===== config.mk =====
export PLATFORM = sky130hd
export DESIGN_NAME = sensor_packet_deframer_unit
export DESIGN_NICKNAME = d
export VERILOG_FILES = /design/src/sv/spd_pkg.sv /design/src/sv/sensor_packet_deframer_unit.sv /design/src/sv/spd_parse.sv /design/src/sv/spd_out_skid.sv
export SDC_FILE = /design/constraint.sdc
export NUM_CORES = 1
export LEC_CHECK = 0
export ABC_AREA = 1
export BUFFER_PORTS_ARGS = -buffer_cell sky130_fd_sc_hd__buf_2
export CAP_MARGIN = 20
export CORE_UTILIZATION = 45
export DETAILED_ROUTE_END_ITERATION = 12
export GPL_TIMING_DRIVEN = 0
export PLACE_DENSITY = 0.66
export REMOVE_ABC_BUFFERS = 1
export SLEW_MARGIN = 30
export SYNTH_ARGS = -nofsm -noshare
export SYNTH_HDL_FRONTEND = slang
export SYNTH_HIERARCHICAL = 1
export SYNTH_SLANG_ARGS = --single-unit
export TNS_END_PERCENT = 10

===== constraint.sdc =====
create_clock -name clk -period 5.75 [get_ports clk]
set_input_delay 1.725 -clock clk [delete_from_list [all_inputs] [get_ports clk]]
set_output_delay 1.725 -clock clk [all_outputs]
set_load 0.01 [all_outputs]

===== src/sv/spd_pkg.sv =====
// Package for the sensor packet deframer: parser phase type, result kind codes,
// result structure and frame-format constants.
// No dependencies.
`timescale 1ns / 1ps
`default_nettype none

package spd_pkg;

    typedef enum logic [1:0] {
        PH_HUNT   = 2'd0,
        PH_HEADER = 2'd1,
        PH_BODY   = 2'd2
    } phase_t;

    localparam logic [1:0] KIND_PAYLOAD = 2'd0;
    localparam logic [1:0] KIND_DONE    = 2'd1;
    localparam logic [1:0] KIND_BAD     = 2'd2;

    // Frame layout: nine header bytes, two trailing checksum bytes.
    localparam int unsigned POS_W       = 17;
    localparam logic [POS_W-1:0] HDR_LEN     = 17'd9;
    localparam logic [POS_W-1:0] POS_SECOND  = 17'd1;
    localparam logic [POS_W-1:0] POS_TYPE    = 17'd6;
    localparam logic [POS_W-1:0] POS_LEN_HI  = 17'd7;
    localparam logic [POS_W-1:0] POS_LEN_LO  = 17'd8;
    localparam logic [15:0]      MIN_LENGTH  = 16'd2;

    typedef struct packed {
        logic [1:0]  kind;
        logic [7:0]  data_byte;
        logic [7:0]  packet_type;
        logic [15:0] payload_length;
    } spd_result_t;

endpackage

`default_nettype wire


===== src/sv/sensor_packet_deframer_unit.sv =====
// Top level of the sensor packet deframer: configuration register, frame
// parser and output skid stage. Depends on spd_pkg, spd_parse, spd_out_skid.
`timescale 1ns / 1ps
`default_nettype none

// The block takes one received serial byte per input beat (in_valid, in_stall,
// rx_byte) and gives at most one result beat per input byte on the output
// channel (out_valid, out_stall, kind, data_byte, packet_type, payload_length).
// Bytes are discarded until the high byte of start_code is seen; the nine-byte
// header is then collected, each payload byte is passed on as a kind-0 beat,
// and after the two checksum bytes a kind-1 beat carries the type and payload
// length. A wrong second start byte or a length field below two gives a kind-2
// beat and the parser returns to hunting.
// Throughput is one byte per cycle while in_stall is low: the parser state
// updates in the cycle a byte is accepted, and its result is written straight
// into the output register, or into the skid stage while the output waits.
// When the receiver stalls, the output register holds its beat and one more
// result is caught in a skid stage; only while that stage is full is in_stall
// raised, so the sender is held from when it fills until the output is taken.
// Reset (rst_n, asynchronous) returns the parser to hunting, empties both
// output stages and sets start_code to 0xEF01. start_code is written through
// the APB-style port at byte address 0 and should be changed only while idle.
module sensor_packet_deframer_unit (
    input  wire logic        clk,
    input  wire logic        rst_n,
    // Configuration port
    input  wire logic        psel,
    input  wire logic        penable,
    input  wire logic        pwrite,
    input  wire logic [2:0]  paddr,
    input  wire logic [31:0] pwdata,
    output logic [31:0]      prdata,
    output logic             pready,
    // Input channel
    input  wire logic        in_valid,
    output logic             in_stall,
    input  wire logic [7:0]  rx_byte,
    // Output channel
    output logic             out_valid,
    input  wire logic        out_stall,
    output logic [1:0]       kind,
    output logic [7:0]       data_byte,
    output logic [7:0]       packet_type,
    output logic [15:0]      payload_length
);
    import spd_pkg::*;

    localparam logic [15:0] START_CODE_RESET = 16'hEF01;

    logic [15:0]  start_code_reg, start_code_next;
    logic         cfg_write;
    logic         cfg_hit;
    logic         in_accept;
    logic         res_valid;
    spd_result_t  res;
    spd_result_t  out_data;
    logic         skid_full;

    // Only the start code register exists; paddr[2] selects the word, so a
    // write to the upper word is ignored and reads back as zero.
    assign pready    = 1'b1;
    assign cfg_hit   = !paddr[2];
    assign cfg_write = psel && penable && pwrite && pready;
    assign prdata    = cfg_hit ? {16'd0, start_code_reg} : 32'd0;

    always_comb
    begin
        start_code_next = start_code_reg;
        if (cfg_write && cfg_hit)
            start_code_next = pwdata[15:0];
    end

    always_ff @(posedge clk or negedge rst_n)
    begin
        if (!rst_n)
            start_code_reg <= START_CODE_RESET;
        else
            start_code_reg <= start_code_next;
    end

    // A byte is taken whenever the skid stage has room.
    assign in_stall  = skid_full;
    assign in_accept = in_valid && !in_stall;

    spd_parse u_parse (
        .clk        (clk),
        .rst_n      (rst_n),
        .byte_valid (in_accept),
        .rx_byte    (rx_byte),
        .start_code (start_code_reg),
        .res_valid  (res_valid),
        .res        (res)
    );

    spd_out_skid u_out (
        .clk       (clk),
        .rst_n     (rst_n),
        .push      (res_valid),
        .push_data (res),
        .full      (skid_full),
        .out_valid (out_valid),
        .out_stall (out_stall),
        .out_data  (out_data)
    );

    assign kind           = out_data.kind;
    assign data_byte      = out_data.data_byte;
    assign packet_type    = out_data.packet_type;
    assign payload_length = out_data.payload_length;

    // Only the three defined result kinds ever leave the block.
    assert property (@(posedge clk) disable iff (!rst_n)
        out_valid |-> (kind == KIND_PAYLOAD || kind == KIND_DONE || kind == KIND_BAD))
        else $error("undefined result kind");

    // The length is only reported on a completion beat.
    assert property (@(posedge clk) disable iff (!rst_n)
        out_valid && kind != KIND_DONE |-> payload_length == 16'd0)
        else $error("payload length on non-completion beat");

    // The data byte is zero on anything other than a payload beat.
    assert property (@(posedge clk) disable iff (!rst_n)
        out_valid && kind != KIND_PAYLOAD |-> data_byte == 8'd0)
        else $error("data byte on non-payload beat");

    // The sender is only held back while a result waits at the output.
    assert property (@(posedge clk) disable iff (!rst_n)
        in_stall |-> out_valid)
        else $error("input stalled with empty output");

endmodule

`default_nettype wire


===== src/sv/spd_parse.sv =====
// Frame parser of the sensor packet deframer: holds the framing state and
// turns each accepted byte into at most one result beat. Depends on spd_pkg.
`timescale 1ns / 1ps
`default_nettype none

module spd_parse (
    input  wire logic                clk,
    input  wire logic                rst_n,
    input  wire logic                byte_valid,
    input  wire logic [7:0]          rx_byte,
    input  wire logic [15:0]         start_code,
    output logic                     res_valid,
    output spd_pkg::spd_result_t     res
);
    import spd_pkg::*;

    phase_t            phase_reg, phase_next;
    logic [POS_W-1:0]  pos_reg, pos_next;
    logic [7:0]        second_reg, second_next;
    logic [7:0]        type_reg, type_next;
    logic [15:0]       length_reg, length_next;

    logic [15:0]       plen;
    logic [POS_W-1:0]  body_end;
    logic [15:0]       new_length;
    logic              header_bad;

    assign plen       = length_reg - MIN_LENGTH;
    assign body_end   = HDR_LEN + {1'b0, plen};
    assign new_length = {length_reg[15:8], rx_byte};
    assign header_bad = (second_reg != start_code[7:0]) || (new_length < MIN_LENGTH);

    // Next-state logic.
    always_comb
    begin
        phase_next  = phase_reg;
        pos_next    = pos_reg;
        second_next = second_reg;
        type_next   = type_reg;
        length_next = length_reg;
        if (byte_valid)
        begin
            unique case (phase_reg)
                PH_HEADER:
                begin
                    pos_next = pos_reg + 17'd1;
                    if (pos_reg == POS_SECOND)
                        second_next = rx_byte;
                    if (pos_reg == POS_TYPE)
                        type_next = rx_byte;
                    if (pos_reg == POS_LEN_HI)
                        length_next = {rx_byte, length_reg[7:0]};
                    if (pos_reg == POS_LEN_LO)
                    begin
                        length_next = new_length;
                        if (header_bad)
                        begin
                            phase_next = PH_HUNT;
                            pos_next   = '0;
                        end
                        else
                            phase_next = PH_BODY;
                    end
                end
                PH_BODY:
                begin
                    pos_next = pos_reg + 17'd1;
                    if (pos_reg > body_end)
                    begin
                        phase_next = PH_HUNT;
                        pos_next   = '0;
                    end
                end
                default:
                begin
                    if (rx_byte == start_code[15:8])
                    begin
                        phase_next = PH_HEADER;
                        pos_next   = 17'd1;
                    end
                    else
                    begin
                        phase_next = PH_HUNT;
                        pos_next   = '0;
                    end
                end
            endcase
        end
    end

    // Result logic.
    always_comb
    begin
        res_valid          = 1'b0;
        res.kind           = KIND_PAYLOAD;
        res.data_byte      = '0;
        res.packet_type    = type_reg;
        res.payload_length = '0;
        if (byte_valid)
        begin
            unique case (phase_reg)
                PH_HEADER:
                begin
                    if (pos_reg == POS_LEN_LO && header_bad)
                    begin
                        res_valid = 1'b1;
                        res.kind  = KIND_BAD;
                    end
                end
                PH_BODY:
                begin
                    if (pos_reg < body_end)
                    begin
                        res_valid     = 1'b1;
                        res.data_byte = rx_byte;
                    end
                    else if (pos_reg > body_end)
                    begin
                        res_valid          = 1'b1;
                        res.kind           = KIND_DONE;
                        res.payload_length = plen;
                    end
                end
                default:
                begin
                    res_valid = 1'b0;
                end
            endcase
        end
    end

    always_ff @(posedge clk or negedge rst_n)
    begin
        if (!rst_n)
        begin
            phase_reg  <= PH_HUNT;
            pos_reg    <= '0;
            second_reg <= '0;
            type_reg   <= '0;
            length_reg <= '0;
        end
        else
        begin
            phase_reg  <= phase_next;
            pos_reg    <= pos_next;
            second_reg <= second_next;
            type_reg   <= type_next;
            length_reg <= length_next;
        end
    end

    // The body is only entered with a length of at least two.
    assert property (@(posedge clk) disable iff (!rst_n)
        phase_reg == PH_BODY |-> length_reg >= MIN_LENGTH)
        else $error("body phase with length below two");

    // While hunting the position counter rests at zero.
    assert property (@(posedge clk) disable iff (!rst_n)
        phase_reg == PH_HUNT |-> pos_reg == '0)
        else $error("position not cleared while hunting");

    // The header never runs past its ninth byte.
    assert property (@(posedge clk) disable iff (!rst_n)
        phase_reg == PH_HEADER |-> (pos_reg != '0 && pos_reg < HDR_LEN))
        else $error("header position out of range");

endmodule

`default_nettype wire


===== src/sv/spd_out_skid.sv =====
// Output register with one skid stage for the deframer's result channel.
// Depends on spd_pkg for the result structure.
`timescale 1ns / 1ps
`default_nettype none

module spd_out_skid (
    input  wire logic                 clk,
    input  wire logic                 rst_n,
    input  wire logic                 push,
    input  wire spd_pkg::spd_result_t push_data,
    output logic                      full,
    output logic                      out_valid,
    input  wire logic                 out_stall,
    output spd_pkg::spd_result_t      out_data
);
    import spd_pkg::*;

    logic         out_valid_reg, out_valid_next;
    logic         skid_valid_reg, skid_valid_next;
    spd_result_t  out_data_reg, out_data_next;
    spd_result_t  skid_data_reg, skid_data_next;
    logic         take;

    assign take = out_valid_reg && !out_stall;

    always_comb
    begin
        out_valid_next  = out_valid_reg;
        skid_valid_next = skid_valid_reg;
        out_data_next   = out_data_reg;
        skid_data_next  = skid_data_reg;
        if (!out_valid_reg || take)
        begin
            if (skid_valid_reg)
            begin
                out_valid_next  = 1'b1;
                out_data_next   = skid_data_reg;
                skid_valid_next = 1'b0;
            end
            else
            begin
                out_valid_next = push;
                if (push)
                    out_data_next = push_data;
            end
        end
        else if (push)
        begin
            skid_valid_next = 1'b1;
            skid_data_next  = push_data;
        end
    end

    always_ff @(posedge clk or negedge rst_n)
    begin
        if (!rst_n)
        begin
            out_valid_reg  <= 1'b0;
            skid_valid_reg <= 1'b0;
        end
        else
        begin
            out_valid_reg  <= out_valid_next;
            skid_valid_reg <= skid_valid_next;
        end
    end

    always_ff @(posedge clk)
    begin
        out_data_reg  <= out_data_next;
        skid_data_reg <= skid_data_next;
    end

    assign full      = skid_valid_reg;
    assign out_valid = out_valid_reg;
    assign out_data  = out_data_reg;

    // The skid stage only holds a beat behind a waiting output register.
    assert property (@(posedge clk) disable iff (!rst_n)
        skid_valid_reg |-> out_valid_reg)
        else $error("skid stage full with empty output register");

    // A push is never offered while the skid stage is occupied.
    assert property (@(posedge clk) disable iff (!rst_n)
        skid_valid_reg |-> !push)
        else $error("push into full skid stage");

    // A skid beat moves forward as soon as the output is taken.
    assert property (@(posedge clk) disable iff (!rst_n)
        skid_valid_reg && take |=> out_valid_reg && !skid_valid_reg)
        else $error("skid beat not forwarded");

endmodule

`default_nettype wire

# Word-level counts from Yosys, hierarchy flattened

Index checks and enable logic that the tools add are counted.
W data, S select, Z words.

$add $sub $neg: 3
$lt $le $gt $ge: 3
Equality and inequality tests: 10
Mux-type cells: 33
Bitwise gates (word level): 2
Reduce and logical (&&, ||, !) cells: 21

Operator list:

| kind                    | number |
|---|---|
| $mux W16                | 5 |
| $mux W34                | 2 |
| $mux W17                | 3 |
| $eq A17 B3 Y1 const B   | 2 |
| $pmux W17 S2            | 1 |
| $mux W8                 | 3 |
| $add A17 B1 Y17 const B | 1 |
| $add A4 B16 Y17 const A | 1 |
| $eq A17 B1 Y1 const B   | 1 |
| $eq A17 B4 Y1 const B   | 1 |
| $gt A17 B17 Y1          | 1 |
| $lt A17 B17 Y1          | 1 |
| $lt A16 B2 Y1 const B   | 1 |
| $sub A16 B2 Y16 const B | 1 |
| $reduce_and A3 Y1       | 4 |
| $mux W1                 | 11 |
| $mux W10                | 1 |
| $eq A8 B8 Y1            | 1 |
| $mux W2                 | 4 |
| $ne A8 B8 Y1            | 1 |
| $pmux W2 S2             | 2 |
| $logic_and A1 B1 Y1     | 6 |
| $logic_not A1 Y1        | 4 |
| $ne A2 B1 Y1 const B    | 2 |
| other kinds (8)         | 12 |

Flip-flop bits (word level): 137
Input port bits: 50
Output and inout bits: 69
Logic and storage cells: 89

# Longest topological paths before layout

Gate-level depths: netlist of run 1.

Depth after elaboration: 9
Gate-level depth with buffers: 27
Depth with buffers taken out: 26

# By module

The synthesis of run 1 kept the hierarchy.

By module, submodules not included:

| module                      | instances | cells an instance | area each (um^2) | sequential area each (um^2) |
|---|---|---|---|---|
| spd_parse                   | 1         | 573               | 4139.0           | 1276.2 |
| spd_out_skid                | 1         | 188               | 2612.5           | 2092.0 |
| sensor_packet_deframer_unit | 1         | 127               | 955.9            | 410.4 |

# Worst setup path after synthesis of run 1

Ideal clock, no wire load.

Kind: register -> register
From: register u_parse.length_reg[1]
To: register u_out.out_data_reg (netlist bit u_out/out_data[0]), enable pin
Library setup time: 426 ps
Data arrival time: 4476 ps
Data required time: 5324 ps
Setup slack: 849 ps
Stages on the path, launching flop included: 25
Path buffers: 1
Period minus slack after synthesis: 4901 ps
Path through: dfrtp_1 inv_1 ha_1 inv_1 nand2_1 nand2_1 a21oi_1 nor3_4 nand2_2 nor2_4 nand3_2 nor2_1 nand2_1 ha_1 a21o_1 nor2_1 nand2_1 nor2_1 nand2_1 buf_4 nand3_1 nand3_1 o21ai_0 nor2_1 nor2_1

Longest elaborated chain between the ends: 9

Ends and longest elaborated chain:

| what                             | line                              | source |
|---|---|---|
| start: declaration               | spd_parse.sv:21                   | `logic [15:0] length_reg, length_next;` |
| start signal: assignment         | spd_parse.sv:148                  | `length_reg <= length_next;` |
| $sub A16 B2 Y16 (*)              | spd_parse.sv:28                   | `assign plen = length_reg - MIN_LENGTH;` |
| $add A4 B16 Y17 (*)              | spd_parse.sv:29                   | `assign body_end = HDR_LEN + {1'b0, plen};` |
| $gt A17 B17 Y1                   | spd_parse.sv:117                  | `else if (pos_reg > body_end)` |
| $mux W1                          | spd_parse.sv:117                  |  |
| $mux W1 (*)                      | spd_parse.sv:112                  | `if (pos_reg < body_end)` |
| $pmux W1 S2 (*)                  | spd_parse.sv:101                  | `unique case (phase_reg)` |
| $mux W1 (*)                      | spd_parse.sv:99                   | `if (byte_valid)` |
| via res_valid                    | sensor_packet_deframer_unit.sv:54 | `logic res_valid;` |
| $reduce_bool A2 Y1 (no line) (*) | n/a                               |  |
| $reduce_and A2 Y1 (no line) (*)  | n/a                               |  |
| end signal: assignment           | spd_out_skid.sv:70                | `out_data_reg <= out_data_next;` |
| end: declaration                 | spd_out_skid.sv:20                | `spd_result_t out_data_reg, out_data_next;` |

Mark *: on every way through the listed nets, which the timed path passes. The rest lies on a longest branch.
A chain may end at the register's enable or synchronous reset.

# Worst setup path in the final report of run 1

From: register u_parse.length_reg[1]
To: register u_out.out_data_reg (netlist bit u_out/out_data[7]), enable pin

The elaborated chain is that of the path after synthesis.

==> results.md, run 1 <==
- Status: complete, no violations
- Setup Skew: ~14 ps
- Met1 Resource Use GR: between 20% and 30%
- Final setup viols: 0
- PD cells: about 260 nW/um^2
- Global Route Usage Sum: about a fifth
- Placed Cells: about 1,200
- Slowest stage cell, crit path: dfrtp_1
- Top cells by area, synth: edfxtp_1 26%, dfrtp_1 20%, nand2_1 13%
- Antenna violations before repair: 0
- 1st-iter DRT viols: 426
- ANT nets after route: 0
- Avg Cell Area, Syn: between 8 and 9 sq um
- Core Area: between 15,000 and 20,000 sq um
- Pre-antenna DRT Iters: 5
- Max frequency: between 200 and 250 MHz
- Critical path origin: u_parse/length_reg[1]
- Final period util: roughly four fifths
- Netlist cell types: between 40 and 50
- Setup Buffers After CTS: 0
- Reg2Reg Depth: 24
- Hold_buf cts: 0
- Reg-to-Reg Start: u_parse/length_reg[1]
- Final Non-Filler Cells: between 1,000 and 1,500
- Die area: about 18,000 sq um
- CP bufs+invs: 3
- WP depth: 24
- Final WL: ~16 mm
- CTS root buf: clkbuf_16
- Reg2Reg Setup Slack: approximately 1200 ps
- Nets: roughly 1,000
- Worst r2r dst: u_out/out_data[7]
- DR WL/cell: roughly 13 microns
- Register area share after synthesis: about half
- GRT busiest layer: met2
- CP peak stage delay: between 500 and 600 ps
- Max Root-Sink Buffers: 2
- Leading area contributor after synthesis: edfxtp_1
- Drc violations: 0
- Crit path cell chain: inv_1 -> ha_1 -> inv_1 -> nand2_1 -> nand2_1 -> a21oi_1 -> nor3_4 -> nand2_2 -> nor2_4 -> nand3_2 -> nor2_1 -> nand2_1 -> ha_1 -> a21o_1 -> nor2_1 -> nand2_1 -> nor2_1 -> nand2_1 -> nand3_1 -> nand3_1 -> o21ai_0 -> nor2_1 -> nor2_4 -> buf_16
- Filler cells: about 1,500
- # IOs: 119
- Yosys top cell area share: a little over a quarter
- CTS tree: done
- Fin. max-slew vios: 0
- Cts repair resizes: 0
- Clk_lat worst skew: 420 ps
- Fin. Hold Viols: 0
- VDD IR max: around 0.22 mV
- Post-layout min period: approximately 4600 ps
- RePlAce Congestion: 0.868
- Synth warn: 6
- Vias in the first global route: between 5,000 and 6,000
- # diodes: 0
- Highest-count cells in the layout ignoring fill and taps: 265 x nand2_1, 108 x inv_1, 83 x nor2_1
- Min-Delay Path Depth: 2
- Peak fanout along the critical path: 25
- Cts bufs inserted: 17
- Largest net degree at the start of global routing: 39
- Layout cells sized above 1: 18.8%
- Met2 Use GR: between 30 and 40%
- Setup crit end: u_out/out_data[7]
- WP data arrival: roughly 4700 ps
- Global routing usage on met3: under 10%
- IO buf count: 83
- Pwr Total: approximately 2.3 mW
- Vias post-DR: 5,716
- # rows: 47
- Vias per inst: 4.76
- Max cap viols: 0
- Die Height: between 100 and 150 microns
- Pleak: between 4 and 5 nW
- RSZ-0062 raised after global routing: false
- Die W: between 100 and 150 microns
- CP top delay family: simple AND/OR/NAND/NOR gates
- Syn Std Cell Area: roughly 7700 sq um
- Worst Hold Class: reg2reg
- Kind of critical path: reg2reg
- Commonest non-fill, non-tap cell in the layout: nand2_1
- Area Overhead vs Synth: 14.5%
- Yosys reg bits: between 100 and 150
- Slew HR: a little under two fifths
- H-tree depth: 4
- First-pass GRT wire length: ~26 mm
- HPWL Detailed: about 11 mm
- Post-synthesis cell count: slightly below 900
- Worst Setup End Kind: register
- CP most frequent cell: nand2_1
- WP data required: about 6000 ps
- Overflow after GRT: 0
- Initial Util: between 40% and 50%
- Clock sinks: between 100 and 150
- Worst slew pin tran: 920 ps
- CP startpoint kind: register
- Clock transition at path regs: approximately 60 ps
## metal layers
layer	part of all wire, %	wire (microns)
met5	0	0
met4	1.2	184
met3	4.2	668
met2	47	7450
met1	47	7470
## worst min path at each step
stage / startpoint / endpoint / slack, ps
floorplan: u_parse/type_reg[0] / u_out/skid_data_reg[16] / 450
global placement: u_parse/type_reg[5] / u_out/skid_data_reg[21] / 460
detailed placement: u_parse/type_reg[7] / u_out/skid_data_reg[23] / 470
CTS: start_code_reg[15] / start_code_reg[15] / 480
global route: u_parse/type_reg[5] / u_out/skid_data_reg[21] / 480
finish: start_code_reg[15] / start_code_reg[15] / 480
## per-stage QoR
stage	hold WS [ps]	util [%]	TNS, ps	cell area, sq um	setup WS, ps
2_1_floorplan	447	-	0	7450	734
6_report	477	53.0	0	8820	1150
4_1_cts	480	53.0	0	8820	1130
5_1_grt	484	53.0	0	8820	689
3_5_place_dp	465	49.5	0	8240	832
3_3_place_gp	461	48.9	-47320	8150	-760
## synth_stat cells (all sizes together)
master and n:
o2111ai 1, a22oi 1, nand3b 2, clkbuf 2, nor3 15, dfstp 8
conb 2, a221oi 1, nand2 283, nor3b 1, inv 112, nor4 1
dfrtp 61, edfxtp 68, mux2i 13, nor2 96, xor2 24, buf 38
xnor2 13, a21oi 11, a21o 2, o21ai 40, o22ai 2, nand4 18
nand3 47, ha 25, or2 1
## cells by family after synthesis
logic type / share of synthesized area (%)
other: 0.0974
AOI/OAI and AO/OA: 4.48
DFF: 49.0
adders and majority gates: 4.06
xor gates and xnor gates: 4.40
buffers and inverters: 9.56
and+or+nand+nor: 26.7
muxes: 1.69
## worst register-to-register path: stages, from the launching register on
cell	delay, ps
dfrtp_1	560
inv_1	120
ha_1	310
inv_1	80
nand2_1	60
nand2_1	120
a21oi_1	100
nor3_4	300
nand2_2	100
nor2_4	140
nand3_2	90
nor2_1	90
nand2_1	70
ha_1	300
a21o_1	180
nor2_1	100
nand2_1	70
nor2_1	80
nand2_1	260
nand3_1	160
nand3_1	80
o21ai_0	170
nor2_1	160
nor2_4	380
buf_16	220
## power by group
| part | switching [mW] | total, mW | internal, mW |
|---|---|---|---|
| sequential | 0.0280 | 1.09 | 1.06 |
| combinational | 0.0886 | 0.146 | 0.0571 |
| clock | 0.422 | 1.08 | 0.654 |
## layout make-up
type	instances	area, sq um	share of cell area (%)
repair buffers	86	493	5.59
clock inverters	13	143	1.62
well taps	220	275	3.12
flip-flops and latches	137	3780	42.8
multi-input cells	614	3260	37.0
clock buffers	19	443	5.02
inverters	112	428	4.85
No activity file was read; power rests on OpenSTA's default activity.
==> run 2, diff against run 1 <==
--- a/config.mk
+++ b/config.mk
@@ -11,7 +11,7 @@
 export CORE_UTILIZATION = 45
 export DETAILED_ROUTE_END_ITERATION = 12
 export GPL_TIMING_DRIVEN = 0
-export PLACE_DENSITY = 0.66
+export PLACE_DENSITY = 0.68
 export REMOVE_ABC_BUFFERS = 1
 export SLEW_MARGIN = 30
 export SYNTH_ARGS = -nofsm -noshare
==> constraint.sdc (replaced) <==
create_clock -name clk -period 4.15 [get_ports clk]
set_input_delay 1.245 -clock clk [delete_from_list [all_inputs] [get_ports clk]]
set_output_delay 1.245 -clock clk [all_outputs]
set_load 0.01 [all_outputs]
==> run 2 against run 1 <==
Final area increased by 0.95%; global-route usage shrank 0.18 points; via count rose by 0.96%; first-iteration DRC count is 9.2% lower; critical path depth shrank 2; utilization increased by 0.50 points; largest cell class unchanged.
==> results.md, run 2 (synthesis results as in run 1) <==
- Vias post-DR: 5,771 (was 5,716)
- Largest net degree at the start of global routing: 40 (was 39)
- Peak fanout along the critical path: 24 (was 25)
- Worst slew pin tran: 856 ps (was 920 ps)
- DR WL/cell: 13.2 microns (was 13.1 microns)
- CTS tree: done (unchanged)
- Highest-count cells in the layout ignoring fill and taps: 264 x nand2_1, 108 x inv_1, 82 x nor2_1, 82 x buf_2, 68 x edfxtp_1 (was 265 x nand2_1, 108 x inv_1, 83 x nor2_1)
- Setup Skew: 7.87 ps (was 13.7 ps)
- Worst Setup End Kind: register (unchanged)
- Internal power: 2.44 mW (was 1.77 mW)
- Drc violations: 0 (unchanged)
- Die W: 133 microns (unchanged)
- Post-layout min period: 3790 ps (was 4600 ps)
- Commonest non-fill, non-tap cell in the layout: nand2_1 (unchanged)
- Max frequency: 264 MHz (was 217 MHz)
- Footprint of the multi-input gates: 3300 sq um (was 3260 sq um)
- Final WL: 15.9 mm (was 15.8 mm)
- Placed Cells: 1,169 (unchanged)
- Global Route Usage Sum: 18.9% (was 19.1%)
- Max Root-Sink Buffers: 2 (unchanged)
- # rows: 47 (unchanged)
- Fin. Hold Viols: 0 (unchanged)
- Final period util: 91.3% (was 80.0%)
- Sequential Area: 3780 sq um (about the same)
- ANT nets after route: 0 (unchanged)
- Setup_tns: 0 ps (unchanged)
- Vias in the first global route: 5,269 (unchanged)
- Seq pwr share: 47.1% (about the same)
- Fin. max-slew vios: 0 (unchanged)
- PD cells: 359 nW/um^2 (was 262 nW/um^2)
- Worst Hold Class: reg2reg (unchanged)
- IO buf count: 83 (unchanged)
- CTS root buf: clkbuf_16 (unchanged)
- WP data arrival: 3910 ps (was 4720 ps)
- Clock transition at path regs: 60 ps (about the same)
- Placement Setup Slack: -485 ps (was 832 ps)
- Clk_lat worst skew: 420 ps (about the same)
- Max cap viols: 0 (unchanged)
- RSZ-0062 raised after global routing: true (was false)
- Cts bufs inserted: 17 (unchanged)
- Area Overhead vs Synth: 15.6% (was 14.5%)
- Slew HR: 42.6% (was 38.3%)
- # diodes: 0 (unchanged)
- Combinational cell fraction of total power: 6.4% (was 6.3%)
- Sw Ratio: 23.8% (was 23.3%)
- Pleak: 4.54 nW (was 4.50 nW)
- 1st-iter DRT viols: 387 (was 426)
- HPWL Detailed: 11.4 mm (about the same)
- VDD IR max: 0.282 mV (was 0.219 mV)
- WP data required: 4270 ps (was 5870 ps)
- Worst setup margin: 360 ps (was 1150 ps)
- CP startpoint kind: register (unchanged)
- Filler cells: 1,519 (was 1,511)
- Die area: 17,700 sq um (unchanged)
- Nets: 1,050 (was 1,043)
- Overflow after GRT: 0 (unchanged)
- Status: complete, no violations (unchanged)
- Clock sinks: 137 (unchanged)
- Kind of critical path: reg2reg (unchanged)
- Sw Pwr: 0.760 mW (was 0.539 mW)
- # IOs: 119 (unchanged)
- Die Height: 133 microns (unchanged)
- RePlAce Congestion: 0.886 (was 0.868)
- Layout cells sized above 1: 19.8% (was 18.8%)
- Pre-antenna DRT Iters: 5 (unchanged)
- Vias per inst: 4.78 (was 4.76)
- Core Area: 16,600 sq um (unchanged)
- Clock power frac: 46.5% (was 46.6%)
- H-tree depth: 4 (unchanged)
- Final Non-Filler Cells: 1,208 (was 1,201)
- Initial Util: 46.3% (unchanged)
- Antenna violations before repair: 0 (unchanged)
- First-pass GRT wire length: 26.3 mm (was 26.5 mm)
- Final setup viols: 0 (unchanged)
[run 2: path summary, 6_finish.rpt]
path	startpoint	slack (ps)	cells after the start	endpoint
hold reg to reg	u_parse/type_reg[2]	470	0	u_out/skid_data_reg[18]
setup / recovery	u_parse/length_reg[1]	360	22	u_out/out_data[7]
min in group asynchronous	rst_n	770	1	u_parse/pos_reg[14]
hold / removal	u_parse/type_reg[2]	470	0	u_out/skid_data_reg[18]
max in group asynchronous	rst_n	2760	2	start_code_reg[0]
setup reg to reg	u_parse/length_reg[1]	360	22	u_out/out_data[7]
[run 2: metrics by stage]
step / hold WS, ps / total power, mW / util, % / area, sq um
detailed placement: 467 / 1.74 / 49.5 / 8240
finish: 472 / 3.20 / 53.5 / 8910
global placement: 460 / 1.73 / 48.9 / 8150
CTS: 479 / 3.22 / 53.2 / 8860
global route: 496 / 3.31 / 53.5 / 8910
floorplan: 447 / 1.65 / - / 7450
[run 2: area by class of cell]
cell class / count / share of cell area [%]
Sequential cell: 137 / 42.4
Multi-Input combinational cell: 614 / 37.1
Timing Repair Buffer: 93 / 6.12
Clock buffer: 19 / 4.86
Inverter: 112 / 4.80
Tap cell: 220 / 3.09
Clock inverter: 13 / 1.63
[run 2: what timing repair did]
action | CTS | global route
pin swaps | 2 | 3
resized for setup | 2 | 7
setup endpoints to repair | 104 | 115
buffers inserted | 5 | 2
endpoints found under the hold margin | 0 | 0
hold buffers | 0 | 0
[run 2: worst max-delay path: stages, from the launching register on]
cell and delay, ps:
dfrtp_2 410, inv_1 120, ha_4 190, nand2_2 90, xor2_2 190, nor3_4 270
nand2_2 100, nor2_4 160, nand3_2 90, nor2_1 110, nand2_1 70, ha_1 290
a21o_1 180, nor2_1 100, nand2_1 70, nor2_1 110, nand2_2 90, nand3_1 70
nand3_1 80, o21ai_2 110, nor2_1 120, nor2_4 250, buf_16 200
[run 2: routing by layer]
metal  wire, microns  share of wire [%]  vias to the layer above  track usage (%)
met5               0                  0                        -                0
met4             197                1.2                        0             6.26
met3             573                3.6                       17             3.22
met2            7370                 46                      131             29.8
met1            7770                 49                     2650             26.3
li1                -                  -                     2973                -
[run 2: power groups by stage]
stage	clock network (mW)	logic [mW]	registers, mW
after floorplan	0	0.129	1.52
after global placement	0	0.196	1.53
after detailed placement	0	0.203	1.53
after CTS	1.51	0.204	1.51
after global routing	1.56	0.237	1.51
final	1.49	0.204	1.51
==> run 3, diff against run 2 <==
--- a/config.mk
+++ b/config.mk
@@ -11,7 +11,7 @@
 export CORE_UTILIZATION = 45
 export DETAILED_ROUTE_END_ITERATION = 12
 export GPL_TIMING_DRIVEN = 0
-export PLACE_DENSITY = 0.68
+export PLACE_DENSITY = 0.79
 export REMOVE_ABC_BUFFERS = 1
 export SLEW_MARGIN = 30
 export SYNTH_ARGS = -nofsm -noshare
==> run 3 against run 2 <==
Cell count barely moved; utilization grew 0.20 points; register-to-register slack barely moved; worst setup slack about the same; non-clock buffer count rose by 1; sequential share of layout area shrank 0.14 points; clock-buffer cell count grew 1; clock skew down 1.0 ps; hold slack gained 13 ps; routed wire length increased by 1.7%.
==> results.md, run 3 (synthesis results as in run 1) <==
- Reg2Reg Depth: 22 (unchanged)
- Detail Route met2 WL: 7.82 mm (was 7.37 mm)
- Final setup viols: 0 (unchanged)
- Placement Setup Slack: -425 ps (was -485 ps)
- Pre-antenna DRT Iters: 7 (was 5)
- Slew HR: 39.7% (was 42.6%)
- Internal power: 2.43 mW (was 2.44 mW)
- # rows: 47 (unchanged)
- Worst slew pin tran: 900 ps (was 856 ps)
- Max frequency: 264 MHz (about the same)
- Fin. max-slew vios: 0 (unchanged)
- CTS tree: done (unchanged)
- Vias in the first global route: 5,574 (was 5,269)
- Setup_tns: 0 ps (unchanged)
- Peak fanout along the critical path: 25 (was 24)
- Layout cells sized above 1: 20.5% (was 19.8%)
- Clock transition at path regs: 60 ps (about the same)
- Highest-count cells in the layout ignoring fill and taps: 264 x nand2_1, 108 x inv_1, 82 x buf_2 (was 264 x nand2_1, 108 x inv_1, 82 x nor2_1, 82 x buf_2, 68 x edfxtp_1)
- WP data arrival: 3920 ps (was 3910 ps)
- Final Hold Slack: 485 ps (was 472 ps)
- Worst Setup End Kind: register (unchanged)
- CP startpoint kind: register (unchanged)
- Vias per inst: 4.92 (was 4.78)
- Critical path origin: u_parse/length_reg[2] (was u_parse/length_reg[1])
- Setup Skew: 6.84 ps (was 7.87 ps)
- Met3 wire length: 808 microns (was 573 microns)
- Placed Cells: 1,169 (unchanged)
- Area Overhead vs Synth: 16.0% (was 15.6%)
- Max Root-Sink Buffers: 2 (unchanged)
- Reg-to-Reg Start: u_parse/length_reg[2] (was u_parse/length_reg[1])
- Antenna violations before repair: 0 (unchanged)
- WP data required: 4280 ps (was 4270 ps)
- Final Cell Area: 8940 sq um (was 8910 sq um)
- Drc violations: 0 (unchanged)
- HPWL Detailed: 11.4 mm (about the same)
- Cts bufs inserted: 17 (unchanged)
- Kind of critical path: reg2reg (unchanged)
- RePlAce Congestion: 0.856 (was 0.886)
- PD cells: 357 nW/um^2 (was 359 nW/um^2)
- Worst setup margin: 360 ps (about the same)
- # diodes: 0 (unchanged)
- H-tree depth: 4 (unchanged)
- Global Route Usage Sum: 19.3% (was 18.9%)
- Clock sinks: 137 (unchanged)
- Placed Area: 8240 sq um (unchanged)
- Die Height: 133 microns (unchanged)
- Seq pwr share: 47.2% (was 47.1%)
- Final period util: 91.3% (about the same)
- Initial Util: 46.3% (unchanged)
- Worst r2r dst: u_out/out_data[12] (was u_out/out_data[7])
- Reg2Reg Setup Slack: 360 ps (about the same)
- Pwr Total: 3.19 mW (was 3.20 mW)
- DR WL/cell: 13.4 microns (was 13.2 microns)
- Final Util: 53.7% (was 53.5%)
- Met1 wire length: 7.29 mm (was 7.77 mm)
- Die area: 17,700 sq um (unchanged)
- Commonest non-fill, non-tap cell in the layout: nand2_1 (unchanged)
- # IOs: 119 (unchanged)
- CTS root buf: clkbuf_16 (unchanged)
- Post-layout min period: 3790 ps (about the same)
- IO buf count: 83 (unchanged)
- Core Area: 16,600 sq um (unchanged)
- Setup crit end: u_out/out_data[12] (was u_out/out_data[7])
- First-pass GRT wire length: 26.7 mm (was 26.3 mm)
- Fin. Hold Viols: 0 (unchanged)
- Overflow after GRT: 0 (unchanged)
- VDD IR max: 0.296 mV (was 0.282 mV)
- Final WL: 16.2 mm (was 15.9 mm)
- Largest net degree at the start of global routing: 43 (was 40)
- Pleak: 4.56 nW (was 4.54 nW)
- Vias post-DR: 5,943 (was 5,771)
- Sw Pwr: 0.764 mW (was 0.760 mW)
- Final Non-Filler Cells: 1,209 (was 1,208)
- Filler cells: 1,464 (was 1,519)
- Hold Crit Start: u_parse/type_reg[3] (was u_parse/type_reg[2])
- Die W: 133 microns (unchanged)
- Sw Ratio: 23.9% (was 23.8%)
- Max cap viols: 0 (unchanged)
- Top sig layer: met4 (unchanged)
- Hold_buf cts: 0 (unchanged)
- 1st-iter DRT viols: 453 (was 387)
- Clk_lat worst skew: 420 ps (about the same)
- Worst Hold Class: reg2reg (unchanged)
- Nets: 1,051 (was 1,050)
- ANT nets after route: 0 (unchanged)
- RSZ-0062 raised after global routing: false (was true)
- Status: complete, no violations (unchanged)
- Combinational cell fraction of total power: 6.4% (about the same)
- Clock power frac: 46.4% (was 46.5%)
==> run 3: cell types whose count changed in the layout (fill, tap and decap cells not counted), moves of 2 or more <==
cell,previous run,this run
nor2_2,6,10
inv_4,0,2
nor2_1,82,78
clkinvlp_4,2,0
==> run 3: how the worst min path moves through the flow <==
stage          cells after the start                 endpoint  slack (ps)
2_1_floorplan                      0  u_out/skid_data_reg[16]         450
3_3_place_gp                       0  u_out/skid_data_reg[16]         460
3_5_place_dp                       0  u_out/skid_data_reg[19]         470
4_1_cts                            0  u_out/skid_data_reg[19]         480
5_1_grt                            0  u_out/skid_data_reg[16]         500
6_report                           0  u_out/skid_data_reg[19]         490
==> run 3: power by group through the flow <==
| stage | Sequential, mW | Clock, mW | Combinational (mW) |
|---|---|---|---|
| floorplan | 1.52 | 0 | 0.129 |
| global placement | 1.53 | 0 | 0.195 |
| detailed placement | 1.53 | 0 | 0.204 |
| CTS | 1.51 | 1.50 | 0.206 |
| global route | 1.51 | 1.56 | 0.234 |
| finish | 1.51 | 1.48 | 0.205 |
==> run 3: layer usage <==
metal | GRT usage (%) | up-vias
li1 | - | 2980
met4 | 7.47 | 0
met2 | 31.4 | 185
met5 | 0 | -
met1 | 24.9 | 2749
met3 | 4.64 | 29
==> run 3: cell type report <==
class	count	area, sq um	area share, %
tap	220	275	3.08
sequential	137	3780	42.3
multi-input combinational	614	3320	37.2
clock buffer	20	468	5.23
inverter	112	428	4.79
clock inverter	12	113	1.26
timing repair buffer	94	553	6.19
==> run 3: critical path, cell delays in order, from the launching register on <==
cell     delay, ps
dfrtp_1        420
inv_1          130
ha_4           180
nand2_2         90
xor2_2         190
nor3_4         240
nand2_2         90
nor2_4         140
nand3_2         90
nor2_1         100
nand2_1         60
ha_1           290
a21o_1         180
nor2_1         110
nand2_1         90
nor2_2         130
nand2_4        120
nand3_1         90
nand3_1         80
o21ai_2        120
nor2_2         100
nor2_4         220
buf_16         200
==> run 3: repair_timing <==
action                     in CTS  in global routing
gates resized for setup         3                 13
setup buffers                   5                  3
setup endpoints to repair     102                100
pin swaps                       2                  3
